## src/hw/rtl/assert_macros.svh

```systemverilog
// Assertion macros for the RTL files that carry checks.
`ifndef ASSERT_MACROS_SVH
`define ASSERT_MACROS_SVH

// Same-cycle implication, sampled on clk and disabled while rst_n is low.
`define ASSERT_IMPLIES(label, ante, cons, msg) \
    label: assert property (@(posedge clk) disable iff (!rst_n) (ante) |-> (cons)) \
        else $error(msg);

// Next-cycle implication, sampled on clk and disabled while rst_n is low.
`define ASSERT_NEXT(label, ante, cons, msg) \
    label: assert property (@(posedge clk) disable iff (!rst_n) (ante) |=> (cons)) \
        else $error(msg);

`endif

```

## src/hw/rtl/fust_pkg.sv

```systemverilog
// Package with the shared types, constants and reset values of the session tracker.
`default_nettype none

package fust_pkg;

    // Field widths.
    localparam int BYTE_W     = 8;
    localparam int FLEN_W     = 11;
    localparam int REPLY_W    = 3;
    localparam int WOFF_W     = 24;
    localparam int TICK_W     = 16;
    localparam int SECT_W     = 12;
    localparam int CFG_IDX_W  = 2;
    localparam int CFG_DATA_W = 16;

    // Structural defaults.
    localparam int SECTOR_BYTES_DEF = 1024 * 8;
    localparam int OFFSET_BITS_DEF  = 24;
    localparam int QUEUE_DEPTH      = 2;
    localparam int QPTR_W           = $clog2(QUEUE_DEPTH);
    localparam int QCNT_W           = $clog2(QUEUE_DEPTH + 1);

    // Frame header and commands.
    localparam logic [BYTE_W-1:0] HDR0       = 8'h7E;
    localparam logic [BYTE_W-1:0] HDR1       = 8'h00;
    localparam logic [BYTE_W-1:0] HDR2       = 8'h02;
    localparam logic [BYTE_W-1:0] CMD_START  = 8'hF3;
    localparam logic [BYTE_W-1:0] CMD_DATA   = 8'hF5;
    localparam logic [BYTE_W-1:0] CMD_FINISH = 8'hF7;

    // Payload bytes are the frame minus this many framing bytes.
    localparam logic [FLEN_W-1:0] FRAME_OVERHEAD = 11'd9;
    localparam logic [FLEN_W-1:0] MIN_DATA_LEN   = 11'd8;

    // Reply codes.
    localparam logic [REPLY_W-1:0] RC_NONE   = 3'd0;
    localparam logic [REPLY_W-1:0] RC_START  = 3'd1;
    localparam logic [REPLY_W-1:0] RC_DATA   = 3'd2;
    localparam logic [REPLY_W-1:0] RC_FINISH = 3'd3;
    localparam logic [REPLY_W-1:0] RC_ERROR  = 3'd4;

    // Register indexes.
    localparam logic [CFG_IDX_W-1:0] CFG_TIMEOUT_LIMIT    = 2'd0;
    localparam logic [CFG_IDX_W-1:0] CFG_START_THRESHOLD  = 2'd1;
    localparam logic [CFG_IDX_W-1:0] CFG_FINISH_THRESHOLD = 2'd2;
    localparam logic [CFG_IDX_W-1:0] CFG_MIN_FRAMES       = 2'd3;

    // Register reset values.
    localparam logic [TICK_W-1:0] TIMEOUT_LIMIT_RST    = 16'd5000;
    localparam logic [BYTE_W-1:0] START_THRESHOLD_RST  = 8'd3;
    localparam logic [BYTE_W-1:0] FINISH_THRESHOLD_RST = 8'd3;
    localparam logic [BYTE_W-1:0] MIN_FRAMES_RST       = 8'd10;

    typedef enum logic [2:0] {
        KIND_TICK,
        KIND_START,
        KIND_DATA,
        KIND_FINISH,
        KIND_OTHER
    } kind_t;

    // One classified word as it travels from the front to the back.
    typedef struct packed {
        kind_t             kind;
        logic [BYTE_W-1:0] seq;
        logic [BYTE_W:0]   seq_plus1;
        logic              long_frame;
        logic [FLEN_W-1:0] payload_len;
    } item_t;

    typedef struct packed {
        logic [TICK_W-1:0] timeout_limit;
        logic [BYTE_W-1:0] start_threshold;
        logic [BYTE_W-1:0] finish_threshold;
        logic [BYTE_W-1:0] min_frames;
    } cfg_t;

    typedef struct packed {
        logic [REPLY_W-1:0] reply_code;
        logic               erase_request;
        logic               write_request;
        logic [WOFF_W-1:0]  write_offset;
        logic [FLEN_W-1:0]  write_length;
        logic               update_done;
        logic               timed_out;
        logic               session_open;
    } result_t;

endpackage

`default_nettype wire

```

## src/hw/rtl/fust_front.sv

```systemverilog
// Front end: input handshake and classification of frames and ticks.
`default_nettype none

module fust_front
    import fust_pkg::*;
(
    input  wire logic              in_valid,
    output logic                   in_stall,
    input  wire logic              op,
    input  wire logic [BYTE_W-1:0] first_byte,
    input  wire logic [BYTE_W-1:0] second_byte,
    input  wire logic [BYTE_W-1:0] third_byte,
    input  wire logic [BYTE_W-1:0] command,
    input  wire logic [BYTE_W-1:0] sequence_req,
    input  wire logic [FLEN_W-1:0] frame_length,
    input  wire logic              q_full,
    output logic                   push,
    output item_t                  item
);

    logic hdr_ok;

    assign in_stall = q_full;
    assign push     = in_valid && !q_full;
    assign hdr_ok   = (first_byte == HDR0) && (second_byte == HDR1) && (third_byte == HDR2);

    always_comb
    begin
        item.seq         = sequence_req;
        item.seq_plus1   = {1'b0, sequence_req} + 9'd1;
        item.long_frame  = frame_length > MIN_DATA_LEN;
        item.payload_len = frame_length - FRAME_OVERHEAD;
        if (op)
        begin
            item.kind = KIND_TICK;
        end
        else if (!hdr_ok)
        begin
            item.kind = KIND_OTHER;
        end
        else
        begin
            unique case (command)
                CMD_START:  item.kind = KIND_START;
                CMD_DATA:   item.kind = KIND_DATA;
                CMD_FINISH: item.kind = KIND_FINISH;
                default:    item.kind = KIND_OTHER;
            endcase
        end
    end

endmodule

`default_nettype wire

```

## src/hw/rtl/fust_queue.sv

```systemverilog
// Short queue of classified words between the front and the back.
`default_nettype none

module fust_queue
    import fust_pkg::*;
(
    input  wire logic  clk,
    input  wire logic  rst_n,
    input  wire logic  push,
    input  wire item_t push_item,
    output logic       full,
    input  wire logic  pop,
    output logic       q_valid,
    output item_t      head
);

    item_t             slots_reg [QUEUE_DEPTH];
    logic [QPTR_W-1:0] wr_ptr_reg;
    logic [QPTR_W-1:0] wr_ptr_next;
    logic [QPTR_W-1:0] rd_ptr_reg;
    logic [QPTR_W-1:0] rd_ptr_next;
    logic [QCNT_W-1:0] count_reg;
    logic [QCNT_W-1:0] count_next;

    assign full    = count_reg == QCNT_W'(QUEUE_DEPTH);
    assign q_valid = count_reg != '0;
    assign head    = slots_reg[rd_ptr_reg];

    always_comb
    begin
        wr_ptr_next = wr_ptr_reg;
        rd_ptr_next = rd_ptr_reg;
        count_next  = count_reg;
        if (push)
        begin
            wr_ptr_next = (wr_ptr_reg == QPTR_W'(QUEUE_DEPTH - 1)) ? '0 : wr_ptr_reg + 1'b1;
        end
        if (pop)
        begin
            rd_ptr_next = (rd_ptr_reg == QPTR_W'(QUEUE_DEPTH - 1)) ? '0 : rd_ptr_reg + 1'b1;
        end
        if (push && !pop)
        begin
            count_next = count_reg + 1'b1;
        end
        else if (pop && !push)
        begin
            count_next = count_reg - 1'b1;
        end
    end

    always_ff @(posedge clk or negedge rst_n)
    begin
        if (!rst_n)
        begin
            wr_ptr_reg <= '0;
            rd_ptr_reg <= '0;
            count_reg  <= '0;
        end
        else
        begin
            wr_ptr_reg <= wr_ptr_next;
            rd_ptr_reg <= rd_ptr_next;
            count_reg  <= count_next;
        end
    end

    always_ff @(posedge clk)
    begin
        if (push)
        begin
            slots_reg[wr_ptr_reg] <= push_item;
        end
    end

endmodule

`default_nettype wire

```

## src/hw/rtl/fust_back.sv

```systemverilog
// Back end: session state, sector erase bookkeeping and the output register.
`default_nettype none

module fust_back
    import fust_pkg::*;
#(
    parameter int SECTOR_BYTES = SECTOR_BYTES_DEF,
    parameter int OFFSET_BITS  = OFFSET_BITS_DEF
)
(
    input  wire logic  clk,
    input  wire logic  rst_n,
    input  wire cfg_t  cfg,
    input  wire logic  q_valid,
    input  wire item_t head,
    output logic       pop,
    output logic       out_valid,
    input  wire logic  out_stall,
    output result_t    result
);

    localparam int SB_W    = $clog2(SECTOR_BYTES + 1);
    localparam int LIMIT_W = SECT_W + SB_W;
    localparam int CMP_W   = (OFFSET_BITS > LIMIT_W) ? OFFSET_BITS : LIMIT_W;
    localparam int WEXT_W  = (OFFSET_BITS > WOFF_W) ? OFFSET_BITS : WOFF_W;
    localparam logic [LIMIT_W-1:0] SECTOR_STEP = LIMIT_W'(SECTOR_BYTES);

    logic                   active_reg,      active_next;
    logic [BYTE_W-1:0]      frame_cnt_reg,   frame_cnt_next;
    logic [BYTE_W-1:0]      start_cnt_reg,   start_cnt_next;
    logic [BYTE_W-1:0]      finish_cnt_reg,  finish_cnt_next;
    logic [SECT_W-1:0]      sectors_reg,     sectors_next;
    // Running product of erased sectors and the sector size.
    logic [LIMIT_W-1:0]     erased_end_reg,  erased_end_next;
    logic [OFFSET_BITS-1:0] offset_reg,      offset_next;
    logic [TICK_W-1:0]      idle_reg,        idle_next;
    logic                   out_valid_reg,   out_valid_next;
    result_t                result_reg,      result_next;

    assign pop       = q_valid && (!out_valid_reg || !out_stall);
    assign out_valid = out_valid_reg;
    assign result    = result_reg;

    always_comb
    begin
        logic             drop;
        logic [WEXT_W-1:0] off_ext;

        drop            = 1'b0;
        off_ext         = WEXT_W'(offset_reg);
        active_next     = active_reg;
        frame_cnt_next  = frame_cnt_reg;
        start_cnt_next  = start_cnt_reg;
        finish_cnt_next = finish_cnt_reg;
        sectors_next    = sectors_reg;
        erased_end_next = erased_end_reg;
        offset_next     = offset_reg;
        idle_next       = idle_reg;
        result_next     = '0;

        if (head.kind == KIND_TICK)
        begin
            if (idle_reg != '1)
            begin
                idle_next = idle_reg + 1'b1;
            end
            if (idle_next > cfg.timeout_limit)
            begin
                idle_next = '0;
                if (active_reg)
                begin
                    drop                  = 1'b1;
                    result_next.timed_out = 1'b1;
                end
            end
        end
        else
        begin
            if (active_reg && (finish_cnt_reg == '0))
            begin
                frame_cnt_next = frame_cnt_reg + 1'b1;
            end
            unique case (head.kind)
                KIND_START:
                begin
                    start_cnt_next = start_cnt_reg + 1'b1;
                    if ((start_cnt_next > cfg.start_threshold) && !active_reg)
                    begin
                        result_next.reply_code = RC_START;
                        idle_next              = '0;
                        drop                   = 1'b1;
                    end
                end
                KIND_DATA:
                begin
                    if (active_reg)
                    begin
                        if (head.seq == frame_cnt_next)
                        begin
                            if (head.long_frame)
                            begin
                                if (CMP_W'(offset_reg) >= CMP_W'(erased_end_reg))
                                begin
                                    result_next.erase_request = 1'b1;
                                    sectors_next    = sectors_reg + 1'b1;
                                    erased_end_next = (sectors_reg == '1) ? '0
                                                    : erased_end_reg + SECTOR_STEP;
                                end
                                result_next.write_request = 1'b1;
                                result_next.write_offset  = off_ext[WOFF_W-1:0];
                                result_next.write_length  = head.payload_len;
                                result_next.reply_code    = RC_DATA;
                                offset_next = offset_reg + OFFSET_BITS'(head.payload_len);
                            end
                            idle_next = '0;
                        end
                        else
                        begin
                            result_next.reply_code = RC_ERROR;
                            drop                   = 1'b1;
                        end
                    end
                end
                KIND_FINISH:
                begin
                    finish_cnt_next = finish_cnt_reg + 1'b1;
                    if (active_reg)
                    begin
                        if (({1'b0, frame_cnt_next} == head.seq_plus1)
                            && (frame_cnt_next > cfg.min_frames))
                        begin
                            if (finish_cnt_next > cfg.finish_threshold)
                            begin
                                result_next.reply_code  = RC_FINISH;
                                result_next.update_done = 1'b1;
                                drop                    = 1'b1;
                                idle_next               = '0;
                            end
                        end
                        else
                        begin
                            result_next.reply_code = RC_ERROR;
                            drop                   = 1'b1;
                        end
                    end
                end
                default:
                begin
                end
            endcase
        end

        if (drop)
        begin
            active_next     = 1'b0;
            frame_cnt_next  = '0;
            start_cnt_next  = '0;
            finish_cnt_next = '0;
            sectors_next    = '0;
            erased_end_next = '0;
            offset_next     = '0;
        end
        // A start acknowledge opens the session after the clear.
        if (result_next.reply_code == RC_START)
        begin
            active_next = 1'b1;
        end
        result_next.session_open = active_next;
    end

    always_comb
    begin
        out_valid_next = out_valid_reg;
        if (pop)
        begin
            out_valid_next = 1'b1;
        end
        else if (!out_stall)
        begin
            out_valid_next = 1'b0;
        end
    end

    always_ff @(posedge clk or negedge rst_n)
    begin
        if (!rst_n)
        begin
            active_reg     <= 1'b0;
            frame_cnt_reg  <= '0;
            start_cnt_reg  <= '0;
            finish_cnt_reg <= '0;
            sectors_reg    <= '0;
            erased_end_reg <= '0;
            offset_reg     <= '0;
            idle_reg       <= '0;
            out_valid_reg  <= 1'b0;
        end
        else
        begin
            out_valid_reg <= out_valid_next;
            if (pop)
            begin
                active_reg     <= active_next;
                frame_cnt_reg  <= frame_cnt_next;
                start_cnt_reg  <= start_cnt_next;
                finish_cnt_reg <= finish_cnt_next;
                sectors_reg    <= sectors_next;
                erased_end_reg <= erased_end_next;
                offset_reg     <= offset_next;
                idle_reg       <= idle_next;
            end
        end
    end

    always_ff @(posedge clk)
    begin
        if (pop)
        begin
            result_reg <= result_next;
        end
    end

endmodule

`default_nettype wire

```

## src/hw/rtl/firmware_update_session_tracker_top.sv

```systemverilog
// An accepted word is written into a queue slot, then into the output register that drives out_valid.
// Throughput: one word per cycle, sustained as long as the output side does not stall.
// A two-entry queue sits between the classifier and the state update; in steady streaming
// one entry is in use, so a stalled output lets one more word in before in_stall rises.
// Reset (rst_n low, asynchronous) closes the session, clears all counters and the queue,
// and loads the register defaults; there is no clearing pass after reset.
`default_nettype none

module firmware_update_session_tracker_top
    import fust_pkg::*;
#(
    parameter int SECTOR_BYTES = SECTOR_BYTES_DEF,
    parameter int OFFSET_BITS  = OFFSET_BITS_DEF
)
(
    input  wire logic                  clk,
    input  wire logic                  rst_n,
    // Configuration write port.
    input  wire logic                  cfg_write,
    input  wire logic [CFG_IDX_W-1:0]  cfg_index,
    input  wire logic [CFG_DATA_W-1:0] cfg_data,
    // Input channel.
    input  wire logic                  in_valid,
    output logic                       in_stall,
    input  wire logic                  op,
    input  wire logic [BYTE_W-1:0]     first_byte,
    input  wire logic [BYTE_W-1:0]     second_byte,
    input  wire logic [BYTE_W-1:0]     third_byte,
    input  wire logic [BYTE_W-1:0]     command,
    input  wire logic [BYTE_W-1:0]     sequence_req,
    input  wire logic [FLEN_W-1:0]     frame_length,
    // Output channel.
    output logic                       out_valid,
    input  wire logic                  out_stall,
    output logic [REPLY_W-1:0]         reply_code,
    output logic                       erase_request,
    output logic                       write_request,
    output logic [WOFF_W-1:0]          write_offset,
    output logic [FLEN_W-1:0]          write_length,
    output logic                       update_done,
    output logic                       timed_out,
    output logic                       session_open
);

`include "assert_macros.svh"

    cfg_t    cfg_reg;
    cfg_t    cfg_next;
    logic    q_full;
    logic    push;
    item_t   push_item;
    logic    pop;
    logic    q_valid;
    item_t   head;
    result_t result;

    // Configuration registers. Writes must arrive only while the tracker is idle; the block does
    // not enforce this, and the back end reads them directly without any shadowing.
    always_comb
    begin
        cfg_next = cfg_reg;
        if (cfg_write)
        begin
            unique case (cfg_index)
                CFG_TIMEOUT_LIMIT:    cfg_next.timeout_limit    = cfg_data;
                CFG_START_THRESHOLD:  cfg_next.start_threshold  = cfg_data[BYTE_W-1:0];
                CFG_FINISH_THRESHOLD: cfg_next.finish_threshold = cfg_data[BYTE_W-1:0];
                CFG_MIN_FRAMES:       cfg_next.min_frames       = cfg_data[BYTE_W-1:0];
                default:              cfg_next = cfg_reg;
            endcase
        end
    end

    always_ff @(posedge clk or negedge rst_n)
    begin
        if (!rst_n)
        begin
            cfg_reg.timeout_limit    <= TIMEOUT_LIMIT_RST;
            cfg_reg.start_threshold  <= START_THRESHOLD_RST;
            cfg_reg.finish_threshold <= FINISH_THRESHOLD_RST;
            cfg_reg.min_frames       <= MIN_FRAMES_RST;
        end
        else
        begin
            cfg_reg <= cfg_next;
        end
    end

    // The front end checks the header and sorts each word into a tick, a start,
    // a data frame, a finish or an ignored frame, and precomputes the payload length.
    fust_front u_front (
        .in_valid     (in_valid),
        .in_stall     (in_stall),
        .op           (op),
        .first_byte   (first_byte),
        .second_byte  (second_byte),
        .third_byte   (third_byte),
        .command      (command),
        .sequence_req (sequence_req),
        .frame_length (frame_length),
        .q_full       (q_full),
        .push         (push),
        .item         (push_item)
    );

    fust_queue u_queue (
        .clk       (clk),
        .rst_n     (rst_n),
        .push      (push),
        .push_item (push_item),
        .full      (q_full),
        .pop       (pop),
        .q_valid   (q_valid),
        .head      (head)
    );

    // The back end owns the session state and the output register. It takes the
    // queue head whenever the output register is empty or is being read.
    fust_back #(
        .SECTOR_BYTES (SECTOR_BYTES),
        .OFFSET_BITS  (OFFSET_BITS)
    ) u_back (
        .clk       (clk),
        .rst_n     (rst_n),
        .cfg       (cfg_reg),
        .q_valid   (q_valid),
        .head      (head),
        .pop       (pop),
        .out_valid (out_valid),
        .out_stall (out_stall),
        .result    (result)
    );

    assign reply_code    = result.reply_code;
    assign erase_request = result.erase_request;
    assign write_request = result.write_request;
    assign write_offset  = result.write_offset;
    assign write_length  = result.write_length;
    assign update_done   = result.update_done;
    assign timed_out     = result.timed_out;
    assign session_open  = result.session_open;

    // A completed update always carries the finish acknowledge and leaves the session closed.
    `ASSERT_IMPLIES(a_done_closes, out_valid && update_done,
        (reply_code == RC_FINISH) && !session_open, "update_done without a clean finish")

    // An erase request only ever comes with the write that needs it.
    `ASSERT_IMPLIES(a_erase_with_write, out_valid && erase_request,
        write_request && (reply_code == RC_DATA), "erase request without a data write")

    // When a result is taken and the queue is empty, no new result may appear.
    `ASSERT_NEXT(a_no_invented_result, out_valid && !out_stall && !q_valid,
        !out_valid, "result appeared without a queued word")

endmodule

`default_nettype wire
```

## config.mk

```make
export PLATFORM = sky130hd
export DESIGN_NAME = firmware_update_session_tracker_top
export DESIGN_NICKNAME = d
export VERILOG_FILES = /design/src/hw/rtl/fust_pkg.sv /design/src/hw/rtl/fust_front.sv /design/src/hw/rtl/fust_queue.sv /design/src/hw/rtl/fust_back.sv /design/src/hw/rtl/firmware_update_session_tracker_top.sv
export VERILOG_INCLUDE_DIRS = /design/src /design/src/hw/rtl
export SDC_FILE = /design/constraint.sdc
export NUM_CORES = 1
export LEC_CHECK = 0
export ABC_AREA = 1
export BUFFER_PORTS_ARGS = -buffer_cell sky130_fd_sc_hd__buf_2
export CORE_MARGIN = 5
export CORE_UTILIZATION = 40
export DETAILED_ROUTE_END_ITERATION = 10
export PLACE_DENSITY = 0.6
export SYNTH_ARGS = -nofsm -noshare
export SYNTH_HDL_FRONTEND = slang
export SYNTH_SLANG_ARGS = --single-unit
export TNS_END_PERCENT = 1
```

## constraint.sdc

```tcl
create_clock -name clk -period 4.1 [get_ports clk]
set_clock_uncertainty 0.05 [all_clocks]
set_input_delay 0.82 -clock clk [delete_from_list [all_inputs] [get_ports clk]]
set_output_delay 0.82 -clock clk [all_outputs]
set_load 0.005 [all_outputs]
```

* Word-level counts from Yosys, hierarchy flattened
Memory sizes are Yosys's and may differ from the RTL's.
Cells that the tools add are included.
** Cells by class
- Equal/unequal tests :: 25
- Shift operators :: 0
- $lt $le $gt $ge :: 6
- Reductions and logical operators :: 43
- Bitwise gates (word level) :: 6
- $add $sub $neg :: 13
- $mul :: 0
- Divide/modulo/power cells :: 0
- Mux-type cells :: 80
** Operators with widths (count)
- two-way mux 26 bit :: 8
- two-way mux 16 bit :: 10
- two-way mux 24 bit :: 6
- two-way mux 12 bit :: 7
- two-way mux 8 bit :: 10
- two-way mux 37 bit :: 2
- one-hot mux 16 bit (3 select lines) :: 1
- two-way mux 41 bit :: 1
- two-way mux 40 bit :: 1
- two-way mux 39 bit :: 1
- adder 26 x 14 -> 26 bit (second input constant) :: 1
- >= comparator 24 x 26 -> 1 bit :: 1
- adder 24 x 11 -> 24 bit :: 1
- adder 8 x 1 -> 8 bit (second input constant) :: 3
- equality test 8 bit (second input constant) :: 3
- > comparator 8 bit :: 3
- two-way mux 1 bit :: 22
- inequality test 3 x 1 -> 1 bit (second input constant) :: 6
- one-hot mux 3 bit (3 select lines) :: 2
- nonzero test 2 bit :: 9
- adder 16 x 1 -> 16 bit (second input constant) :: 1
- > comparator 16 bit :: 1
- logical NOT 8 bit :: 2
- inequality test 16 bit (second input constant) :: 1
- 35 further kinds :: 70
** Word-level totals
- Memories kept :: 1
- Output and inout bits :: 45
- Bits of input ports :: 75
- Bits in read-only memories :: 0
- Bits in writable memories :: 64
- Latch bits :: 0
- Register bits :: 191
- Logic and storage cells :: 198
** Memories
- u_queue.slots_reg :: depth 2, width 32, rd ports 1, clocked after Yosys merged registers in 0, wr ports 1, RTL line fust_queue.sv:17 : item_t slots_reg [QUEUE_DEPTH];

* Depth between registers and ports, before layout
Gate-level depths: netlist of the first run.
- Depth after elaboration :: 12
- Mapped depth :: 33
- Gate-level depth less buffers :: 31

* Modules after synthesis
A second synthesis of the first run with hierarchy kept.
** Second synthesis, totals
- Cells, all modules :: 1740
- Area total of the unflattened synthesis :: 14614.0 um2
** By module, submodules not included
- fust_back :: cells each 1325, seq. area each 3568.4 um2, area an instance 9631.7 um2, instances 1
- fust_queue :: cells each 125, seq. area each 2021.9 um2, area an instance 2668.8 um2, instances 1
- firmware_update_session_tracker_top :: cells each 178, seq. area each 1014.7 um2, area an instance 1710.4 um2, instances 1
- fust_front :: cells each 112, seq. area each 0.0 um2, area an instance 603.1 um2, instances 1

* Worst setup path after synthesis of the first run
Ideal clock, no wire load.
- Kind :: register -> register
- Start point :: reg u_back.idle_reg[0]
- End point :: reg u_back.offset_reg[16]
- Data required time :: 3.929 ns
- Path slack :: 0.224 ns
- Arrival :: 3.706 ns
- Clock period less this slack :: 3.876 ns
- Setup time :: 0.121 ns
- Path buffers :: 2
- Stages on the path, launching flop included :: 34
- Cells stage by stage :: dfrtp_1 ha_1 inv_1 nor3_1 inv_1 nor3_1 nand3_1 inv_1 nand2_1 nand2_1 nor2_1 nand2_1 nor2_1 xor2_1 ha_1 nand2_1 nor2_1 nand2_1 o211ai_1 nand2_1 nand3_1 nand2_1 inv_1 nand2_1 nand2_1 nand2_1 inv_2 nand2_2 inv_4 nand2_4 buf_6 buf_6 nand2_1 o21ai_1
** On the way
- Word-level cells in the longest chain between the ends :: 8
- Elaborated cells on any way between the ends :: 14
- Those cells by class :: 1 x add/sub; 1 x order compare; 2 x eq/ne; 5 x mux; 5 x reduce/logical
** Ends and longest elaborated chain
- start: declaration :: RTL line fust_back.sv:36 : logic [TICK_W-1:0] idle_reg, idle_next;
- start signal: assignment :: RTL line fust_back.sv:210 : idle_reg <= idle_next;
- adder 16 x 1 -> 16 bit or inequality test 16 bit (tied branches) :: RTL line fust_back.sv:65, fust_back.sv:63
- two-way mux 16 bit * :: RTL line fust_back.sv:63 : if (idle_reg != '1)
- two-way mux 16 bit * :: RTL line fust_back.sv:61 : if (head.kind == KIND_TICK)
- > comparator 16 bit * :: RTL line fust_back.sv:67 : if (idle_next > cfg.timeout_limit)
- two-way mux 1 bit * :: RTL line fust_back.sv:67
- two-way mux 1 bit * :: RTL line fust_back.sv:61
- inequality test 2 bit (no source line) or nonzero test 2 bit (tied branches)
- AND reduction 6 bit (no source line)
- end signal: assignment :: RTL line fust_back.sv:209 : offset_reg <= offset_next;
- end: declaration :: RTL line fust_back.sv:35 : logic [OFFSET_BITS-1:0] offset_reg, offset_next;
Every way passes the cells marked *; elsewhere a longest branch is shown, timed or not. The select of a mux whose other input is x is not followed.
A chain may end at the register's enable or synchronous reset.

* Worst setup path after layout of the first run
- Start point :: reg u_back.finish_cnt_reg[0]
- End point :: reg u_back.offset_reg[19]
** On the way
- Word-level cells in the longest chain between the ends :: 12
- Elaborated cells on any way between the ends :: 24
- Those cells by class :: 1 x add/sub; 2 x order compare; 3 x eq/ne; 10 x mux; 8 x reduce/logical
** Ends and longest elaborated chain
- start: declaration :: RTL line fust_back.sv:31 : logic [BYTE_W-1:0] finish_cnt_reg, finish_cnt_next;
- start signal: assignment :: RTL line fust_back.sv:206 : finish_cnt_reg <= finish_cnt_next;
- branches (longest 12 deep; another with adder 8 x 1 -> 8 bit)
Parallel ways; which one is timed is not known. The select of a mux whose other input is x is not followed.

==> reports/metrics.yaml, run 1 <==
final_common_cell: "nand2_1"
period_minus_slack_ns: 3.77
h-tree-depth: 1
cp_common_cell: "nand2_1"
yosysTopAreaCell: "edfxtp_1"
fp.dieArea_um2: 38600
hold_class: "in2async"
reg2reg_to: "u_back.offset_reg[19]$_DFFE_PN0P_"
totalWireLength_um: 34000
dr.pass1.iters: 5
gr-total-overflow: 0
port_buffers: 119
reg2reg_from: "u_back.finish_cnt_reg[0]$_DFFE_PN0P_"
drt-initial-drc-count: 559
antenna_found_initial: 0
cts-root-buf: "clkbuf_16"
layout.nets: 1962
drc: 0
worst_r2r_path_depth: 26
numCtsBuffers: 28
grt_pass1_wl_um: 56200
yosys.area.top_type_share_pct: 23.1
cts.sinks: 242
antenna_left: 0
worst_pin_slew_ns: 0.884
rsz0062_at_grt: "no"
setup_viol: 0
synth_nets: 1818
slew_violations: 0
core_area_um2: 34500
maxCapViolCount: 0
hold_viol: 0
critical_path_class: "reg2reg"
reg2reg_slack_ns: 0.33
die_w_um: 197
die_h_um: 197
initial_utilization_pct: 40.4
max_freq_mhz: 266
synth_warnings: 0
ir_drop_mv: 0.421
slew_headroom_pct: 40.9
crit_buf_inv: 6
postSynthCellCount: 1670
insertion_delay_ns: 0.55
required_ns: 4.51
avgSynthCellArea_um2: 8.33
gp_congestion: 0.889
cts_tree: "built"
cts_buffer_depth: 3
ios: 120
grt_max_degree: 54
holdWs_ns: 0.182
clk_pin_slew_ns: 0.07
wire_per_inst_um: 14.8
startpoint_type: "flop"
status: "finished clean"
slowest_stage: "dfrtp_1"
crit_start: "u_back.finish_cnt_reg[0]$_DFFE_PN0P_"
p_leak_nw: 7.59
diodes: 0
vias: 11422
area_delta_synth_final_pct: 17.0
synthDistinctLibCells: 55
arrival_ns: 4.18
grt_use_total_pct: 17.3
largest_register_ffs: 64
fin_setup_tns_ns: 0
critical-path-top-delay-family: "simple AND/OR/NAND/NOR gates"
mostFrequentLayoutCells: "372 x nand2_1, 217 x inv_1, 160 x nor2_1"
layout-drive-gt1-share_pct: 15.8
grt_pass1_vias: 11211
slowest_delay_ns: 0.41
synth-seq-cells: 242
holdBufCountCts: 0
yosys-top-cells-area: "edfxtp_1 23%, dfrtp_1 22%, nand2_1 10%, ha_1 6.5%, inv_1 5.9%"
dpl.hpwl_um: 24600
cp_max_fo: 26
finalCritPeriodShare_pct: 91.9
rows: 68
power_density_nw_per_um2: 592
via_per_inst: 4.99
crit_path_end_kind: "flop"
synth-seq-area-share_pct: 47.5
syn_area_um2: 13900
-- synthesized netlist by cell type, drive strengths merged --
master and instances:
inv 228, a21o 3, edfxtp 107, o21bai 1, nor4b 1, or4 1, dfstp 11, xor2 45
o211ai 5, mux2 1, o21a 3, nor4 12, a21oi 49, dfrtp 124, nor3b 1, o22ai 1
nor2 167, nand4 46, buf 25, o31ai 1, xnor2 9, and2 1, nand3 127, ha 72
or2 39, a31oi 8, fa 1, a21boi 1, nand3b 5, clkbuf 18, a41oi 1, o21ai 147
nand2 379, mux2i 5, nor3 25
-- power by group --
group / internal, mW / switching (mW)
combinational: 1.29 / 2.33
clock: 1.51 / 1.02
sequential: 3.18 / 0.307
-- routing by layer --
layer  track usage, %  vias to the layer above  part of all wire, %  wire length, um
met2             27.4                      252                   43            14800
met1             25.4                     5326                   50            16900
li1                 -                     5802                    -                -
met5                0                        -                    0                0
met4             3.62                        0                  2.0              667
met3             2.74                       42                  5.0             1700
-- cell families (layout without fill, tap and decap cells) --
logic type | count (synthesis) | count (layout) | share of synthesized area [%]
compound gates | 220 | 220 | 8.37
xor+xnor | 54 | 54 | 3.40
fa+ha+maj | 73 | 73 | 6.62
buf+inv | 271 | 437 | 7.78
flops | 242 | 242 | 47.5
mux | 6 | 6 | 0.440
simple gates | 804 | 804 | 25.9
-- layout make-up --
class	count	area [um^2]
Clock buffer	33	761
Clock inverter	19	175
Fill cell	3312	18200
Inverter	228	861
Multi-Input combinational cell	1157	6280
Sequential cell	242	6610
Tap cell	455	569
Timing Repair Buffer	157	1030
-- worst max path at each step --
| stage | end | cells past startpoint |
|---|---|---|
| floorplan | u_back.offset_reg[16]$_DFFE_PN0P_ | 33 |
| global placement | u_back.erased_end_reg[24]$_DFFE_PN0P_ | 28 |
| detailed placement | u_back.sectors_reg[4]$_DFFE_PN0P_ | 28 |
| CTS | u_back.sectors_reg[9]$_DFFE_PN0P_ | 28 |
| global route | u_back.offset_reg[19]$_DFFE_PN0P_ | 25 |
| finish | u_back.offset_reg[19]$_DFFE_PN0P_ | 26 |
-- metrics by stage --
stage | worst slack (ns) | utilization [%] | total power [mW] | instance area (um^2) | std cells
floorplan | 0.224 | - | 5.95 | 13900 | 1670
global route | 0.00296 | 47.2 | 10.4 | 16300 | 2291
global placement | 0.169 | 44.1 | 7.08 | 15200 | 2233
finish | 0.334 | 47.2 | 9.64 | 16300 | 2291
CTS | 0.0243 | 46.8 | 9.72 | 16100 | 2285
detailed placement | 0.0362 | 44.1 | 7.15 | 15200 | 2233
-- worst reg2reg max path, delay by kind of cell (launching register included) --
kind                       cells  cell delay (ns)
AOI/OAI and AO/OA              1             0.14
adders and majority gates      2             0.45
and+or+nand+nor               17             1.92
buffers and inverters          6             0.72
DFF                            1             0.41
-- what timing repair did --
action,in CTS,in global routing
endpoints found under the setup margin,0,89
buffers inserted,0,5
endpoints found under the hold margin,0,0
resized for setup,0,16
Power figures use the tool's default switching activity.
==> inputs of run 2 (changes only) <==
--- a/config.mk
+++ b/config.mk
@@ -14,5 +14,6 @@
 export PLACE_DENSITY = 0.6
 export SYNTH_ARGS = -nofsm -noshare
 export SYNTH_HDL_FRONTEND = slang
+export SYNTH_HIERARCHICAL = 1
 export SYNTH_SLANG_ARGS = --single-unit
 export TNS_END_PERCENT = 1
==> run 2 against run 1 <==
Worst hold slack better by 0.10 ns. Critical path type unchanged. Largest cell class is now multi-input gates. Clock-buffer cell count is 2 lower. Total power is 6.4% lower. Combinational power is 16% lower.
==> reports/metrics.yaml, run 2 <==
worst_r2r_path_depth: 25
crit_path_end_kind: "flop"
cts_tree: "built"
area_delta_synth_final_pct: 15.4
synth_top_family_by_area: "simple AND/OR/NAND/NOR gates"
slowest_stage: "dfrtp_1"
drc: 0
cts.sinks: 242
synth_xor_area_share_pct: 3.36
drt-initial-drc-count: 607
setup_viol: 0
pre_cts_ws_ns: 0.0746
numCtsBuffers: 28
dp_cells: 2306
maxCapViolCount: 0
synthDistinctLibCells: 52
yosys.area_share.adder_pct: 6.30
fp.dieArea_um2: 40500
final_common_cell: "nand2_1"
postSynthCellCount: 1740
ios: 120
rows: 70
layout-drive-gt1-share_pct: 16.8
wire_per_inst_um: 14.7
grt_pass1_vias: 11680
reg2reg_from: "u_back/idle_reg[0]$_DFFE_PN0P_"
period_minus_slack_ns: 3.77
worst_pin_slew_ns: 1.01
core_area_um2: 36300
cp_max_fo: 15
cts_buffer_depth: 3
totalWireLength_um: 34800
hold_class: "in2async"
arrival_ns: 4.17
synth-seq-cells: 242
die_h_um: 201
grt_pass1_wl_um: 57100
clk_pin_slew_ns: 0.06
total_power_mw: 9.02
seq_power_share_pct: 37.1
die_w_um: 201
p_clk_share_pct: 29.4
yosysTopAreaCell: "edfxtp_1"
insertion_delay_ns: 0.56
dr.pass1.iters: 6
fin_ws_ns: 0.328
critical_path_class: "reg2reg"
grt_use_total_pct: 16.6
power_density_nw_per_um2: 535
antenna_found_initial: 0
p_leak_nw: 8.26
synth_edf_count: 107
p_sw_share_pct: 35.0
synth-seq-area-share_pct: 45.2
synthArstFlopShare_pct: 55.8
required_ns: 4.49
reg2reg_to: "u_back/offset_reg[22]$_DFFE_PN0P_"
initial_utilization_pct: 40.2
ir_drop_mv: 0.300
finish.utilization_pct: 46.4
synthFlopType: "dfrtp_1"
avgSynthCellArea_um2: 8.40
gr-total-overflow: 0
power_switching_mw: 3.15
dpl.hpwl_um: 24700
largest_register_ffs: 64
slowest_delay_ns: 0.35
antenna_left: 0
port_buffers: 119
crit_buf_inv: 5
fin_setup_tns_ns: 0
max_freq_mhz: 265
critical-path-top-delay-family: "simple AND/OR/NAND/NOR gates"
layout.nets: 2021
yosys-top-cells-area: "edfxtp_1 22%, dfrtp_1 21%, nand2_1 11%, ha_1 6.2%, inv_1 6.1%"
gp_congestion: 0.902
slew_violations: 0
internal_power_mw: 5.87
synthMuxAreaShare_pct: 3.21
p_comb_share_pct: 33.6
synthSimpleGateAreaFrac_pct: 28.2
syn_area_um2: 14600
status: "finished clean"
vias: 11758
mostFrequentLayoutCells: "423 x nand2_1, 237 x inv_1, 158 x nor2_1"
synth_warnings: 6
h-tree-depth: 1
instances_no_fill: 2363
cp_common_cell: "nand2_1"
cts-root-buf: "clkbuf_16"
grt_max_degree: 89
synth_common_cells: "425 x nand2_1, 239 x inv_1, 161 x nor2_1"
startpoint_type: "flop"
finalCritPeriodShare_pct: 92.0
hold_viol: 0
slew_headroom_pct: 32.4
post-synth-top-count-cell: "nand2_1"
diodes: 0
synth-compound-area-share_pct: 4.49
synth_nets: 1888
via_per_inst: 4.98
yosys.area.top_type_share_pct: 22.0
reg2reg_slack_ns: 0.33
## run 2: cell types whose count changed after synthesis, sizes merged, moves of 30 or more
cell | before | now
mux2 | 1 | 32
nand2 | 379 | 444
nand3 | 127 | 168
nand4 | 46 | 76
o21ai | 147 | 48
or2 | 39 | 4
## run 2: worst max-delay path by stage
| stage | startpoint | to | slack [ns] | depth (start not counted) |
|---|---|---|---|---|
| floorplan | u_back/idle_reg[0]$_DFFE_PN0P_ | u_back/start_cnt_reg[1]$_DFFE_PN0P_ | 0.27 | 24 |
| global placement | u_back/idle_reg[0]$_DFFE_PN0P_ | u_back/offset_reg[20]$_DFFE_PN0P_ | 0.14 | 25 |
| detailed placement | u_back/idle_reg[1]$_DFFE_PN0P_ | u_back/offset_reg[23]$_DFFE_PN0P_ | 0.07 | 25 |
| CTS | u_back/idle_reg[0]$_DFFE_PN0P_ | u_back/offset_reg[23]$_DFFE_PN0P_ | 0.06 | 25 |
| global route | u_back/idle_reg[0]$_DFFE_PN0P_ | u_back/offset_reg[21]$_DFFE_PN0P_ | -0.06 | 25 |
| finish | u_back/idle_reg[0]$_DFFE_PN0P_ | u_back/offset_reg[22]$_DFFE_PN0P_ | 0.33 | 25 |
## run 2: logic make-up after synthesis
logic type	Yosys count
compound gates	121
mux	32
fa+ha+maj	73
simple gates	909
buf+inv	307
xor+xnor	56
flops	242
## run 2: stage by stage
stage / instance area (um^2) / hold slack [ns]
after detailed placement: 15700 / 0.406
after global routing: 16900 / 0.337
final: 16900 / 0.283
after floorplan: 14600 / 0.392
after CTS: 16700 / 0.317
after global placement: 15700 / 0.406
## run 2: final cells by class
| cell class | instances | area [um^2] |
|---|---|---|
| fillers | 3477 | 19500 |
| multi-input cells | 1191 | 6710 |
| flip-flops and latches | 242 | 6610 |
| repair buffers | 158 | 1030 |
| inverters | 252 | 953 |
| clock buffers | 31 | 712 |
| well taps | 468 | 586 |
| clock inverters | 21 | 268 |
## run 2: timing repair
item                       CTS  global route
resized for setup            0            16
hold buffers                 0             0
setup endpoints to repair    0            73
setup buffers                0             1
## run 2: power groups by stage
| stage | clock network [mW] | logic (mW) | registers (mW) |
|---|---|---|---|
| 2_1_floorplan | 0 | 2.10 | 3.33 |
| 3_3_place_gp | 0 | 2.91 | 3.38 |
| 3_5_place_dp | 0 | 2.96 | 3.39 |
| 4_1_cts | 2.72 | 2.98 | 3.35 |
| 5_1_grt | 2.82 | 3.40 | 3.40 |
| 6_report | 2.65 | 3.03 | 3.34 |
## run 2: worst reg2reg max path: cells and delay by family (launching register included)
family,cells,cell delay (ns)
AOI/OAI and AO/OA,2,0.29
xor gates and xnor gates,1,0.15
adders and majority gates,2,0.44
buffers and inverters,5,0.56
DFF,1,0.35
and+or+nand+nor,15,1.80
## run 2: per-layer routing
layer	share of wire (%)	track usage (%)
met5	0	0
met2	48	28.7
met3	4.4	2.30
met1	45	22.0
met4	2.5	4.74
==> inputs of run 3 (changes only) <==
--- a/config.mk
+++ b/config.mk
@@ -8,10 +8,12 @@
 export LEC_CHECK = 0
 export ABC_AREA = 1
 export BUFFER_PORTS_ARGS = -buffer_cell sky130_fd_sc_hd__buf_2
+export CELL_PAD_IN_SITES_DETAIL_PLACEMENT = 0
+export CELL_PAD_IN_SITES_GLOBAL_PLACEMENT = 1
 export CORE_MARGIN = 5
 export CORE_UTILIZATION = 40
 export DETAILED_ROUTE_END_ITERATION = 10
-export PLACE_DENSITY = 0.6
+export PLACE_DENSITY = 0.75
 export SYNTH_ARGS = -nofsm -noshare
 export SYNTH_HDL_FRONTEND = slang
 export SYNTH_HIERARCHICAL = 1
==> run 3 against run 2 <==
Maximum frequency is 2.7% higher. Critical endpoint is now u_back/sectors_reg[11]$_DFFE_PN0P_. Final cell count down 0.13%. Highest routed layer unchanged. Critical path depth unchanged. Worst hold slack gained 0.025 ns. Die area is the same. Routed wire length shrank 0.30%. Combinational power is 3% lower. Sequential power about the same. Via count is 0.88% lower.
==> reports/metrics.yaml, run 3 (synthesized netlist as in run 2, its figures left out) <==
status: "finished clean"
total_power_mw: 8.93
worst_r2r_path_depth: 25
dp_cells: 2305
instances_no_fill: 2360
gr-total-overflow: 0
hold_viol: 0
slew_violations: 0
antenna_found_initial: 0
fin_ws_ns: 0.428
cp_max_fo: 6
core_area_um2: 36300
rows: 70
hold_class: "in2async"
cp_common_cell: "nand2_1"
reg2reg_to: "u_back/sectors_reg[11]$_DFFE_PN0P_"
layout-drive-gt1-share_pct: 16.8
cts_buffer_depth: 3
cts-root-buf: "clkbuf_16"
grt_pass1_wl_um: 57400
critical_path_class: "reg2reg"
finish.utilization_pct: 46.1
fin_setup_tns_ns: 0
p_leak_nw: 8.22
cts.sinks: 242
layout.nets: 2018
crit_path_end_kind: "flop"
die_h_um: 201
slew_headroom_pct: 27.7
totalWireLength_um: 34700
gp_congestion: 0.841
mostFrequentLayoutCells: "423 x nand2_1, 237 x inv_1, 159 x nor2_1"
grt_use_total_pct: 16.8
vias: 11654
area_delta_synth_final_pct: 14.7
required_ns: 4.53
largest_register_ffs: 64
slowest_delay_ns: 0.35
diodes: 0
via_per_inst: 4.94
final_common_cell: "nand2_1"
reg2reg_slack_ns: 0.43
port_buffers: 119
worst_pin_slew_ns: 1.08
die_w_um: 201
setup_viol: 0
maxCapViolCount: 0
ir_drop_mv: 0.320
reg2reg_from: "u_back/idle_reg[1]$_DFFE_PN0P_"
period_minus_slack_ns: 3.67
multiInputGateArea_um2: 6710
drc: 0
crit_start: "u_back/idle_reg[1]$_DFFE_PN0P_"
fp.dieArea_um2: 40500
clk_pin_slew_ns: 0.06
antenna_left: 0
dr.pass1.iters: 5
cts_tree: "built"
critPathCapture: "u_back/sectors_reg[11]$_DFFE_PN0P_"
grt_pass1_vias: 11231
insertion_delay_ns: 0.55
arrival_ns: 4.10
fill_cells: 3591
finalCritPeriodShare_pct: 89.6
power_density_nw_per_um2: 533
area.sequential_um2: 6610
numCtsBuffers: 28
wire_per_inst_um: 14.7
ios: 120
grt_max_degree: 100
startpoint_type: "flop"
initial_utilization_pct: 40.2
h-tree-depth: 1
slowest_stage: "dfrtp_1"
dpl.hpwl_um: 25300
pre_cts_ws_ns: 0.00792
holdBufCountCts: 0
max_freq_mhz: 272
drt-initial-drc-count: 609
rsz0062_at_grt: "no"
-- run 3: cell count changes in the layout (fill, tap and decap cells not counted), sizes merged --
cell,previous run,this run
clkinvlp,2,4
buf,155,154
bufinv,6,4
clkinv,12,9
clkbuf,34,35
-- run 3: metrics by stage --
stage,area [um^2],hold WS (ns)
floorplan,14600,0.392
global placement,15700,0.405
detailed placement,15700,0.404
CTS,16700,0.380
global route,16800,0.403
finish,16800,0.308
-- run 3: area by class of cell --
class | instances | share of cell area (%)
inverter | 252 | 5.69
sequential | 242 | 39.4
clock inverter | 18 | 1.26
multi-input combinational | 1191 | 40.0
clock buffer | 34 | 4.62
tap | 468 | 3.49
timing repair buffer | 155 | 5.53
-- run 3: metal layers --
| metal | wire [um] | global-route usage [%] | vias up |
|---|---|---|---|
| met3 | 1380 | 2.03 | 36 |
| met1 | 16000 | 23.1 | 5422 |
| met5 | 0 | 0 | - |
| met2 | 16800 | 28.7 | 229 |
| met4 | 604 | 3.79 | 0 |
| li1 | - | - | 5967 |
-- run 3: how the worst min path moves through the flow --
stage | from | endpoint | slack (ns) | cells past startpoint
after floorplan | u_queue/count_reg[1]$_DFFE_PN0P_ | u_queue/count_reg[1]$_DFFE_PN0P_ | 0.39 | 2
after global placement | u_queue/count_reg[1]$_DFFE_PN0P_ | u_queue/count_reg[1]$_DFFE_PN0P_ | 0.40 | 2
after detailed placement | cfg_reg[9]$_DFFE_PN1P_ | cfg_reg[9]$_DFFE_PN1P_ | 0.40 | 2
after CTS | rst_n | cfg_reg[14]$_DFFE_PN0P_ | 0.38 | 1
after global routing | rst_n | u_queue/count_reg[1]$_DFFE_PN0P_ | 0.40 | 1
final | rst_n | u_queue/count_reg[1]$_DFFE_PN0P_ | 0.31 | 1
-- run 3: what timing repair did --
action                                 4_1_cts  5_1_grt
cloned                                       0        1
pin swaps                                    0        1
endpoints found under the hold margin        0        0
resized for setup                            1       14
setup endpoints to repair                    2       87
setup buffers                                0        2
-- run 3: power by group --
part	switching [mW]	total (mW)	internal, mW
combinational	1.86	2.95	1.09
sequential	0.246	3.34	3.10
clock	1.03	2.63	1.60
-- run 3: critical path: cells and delay by family (launching register included) --
kind            cells  cell delay, ns
xor+xnor            1            0.14
compound gates      1            0.17
fa+ha+maj           2            0.43
flops               1            0.35
simple gates       16            2.00
buf+inv             5            0.44
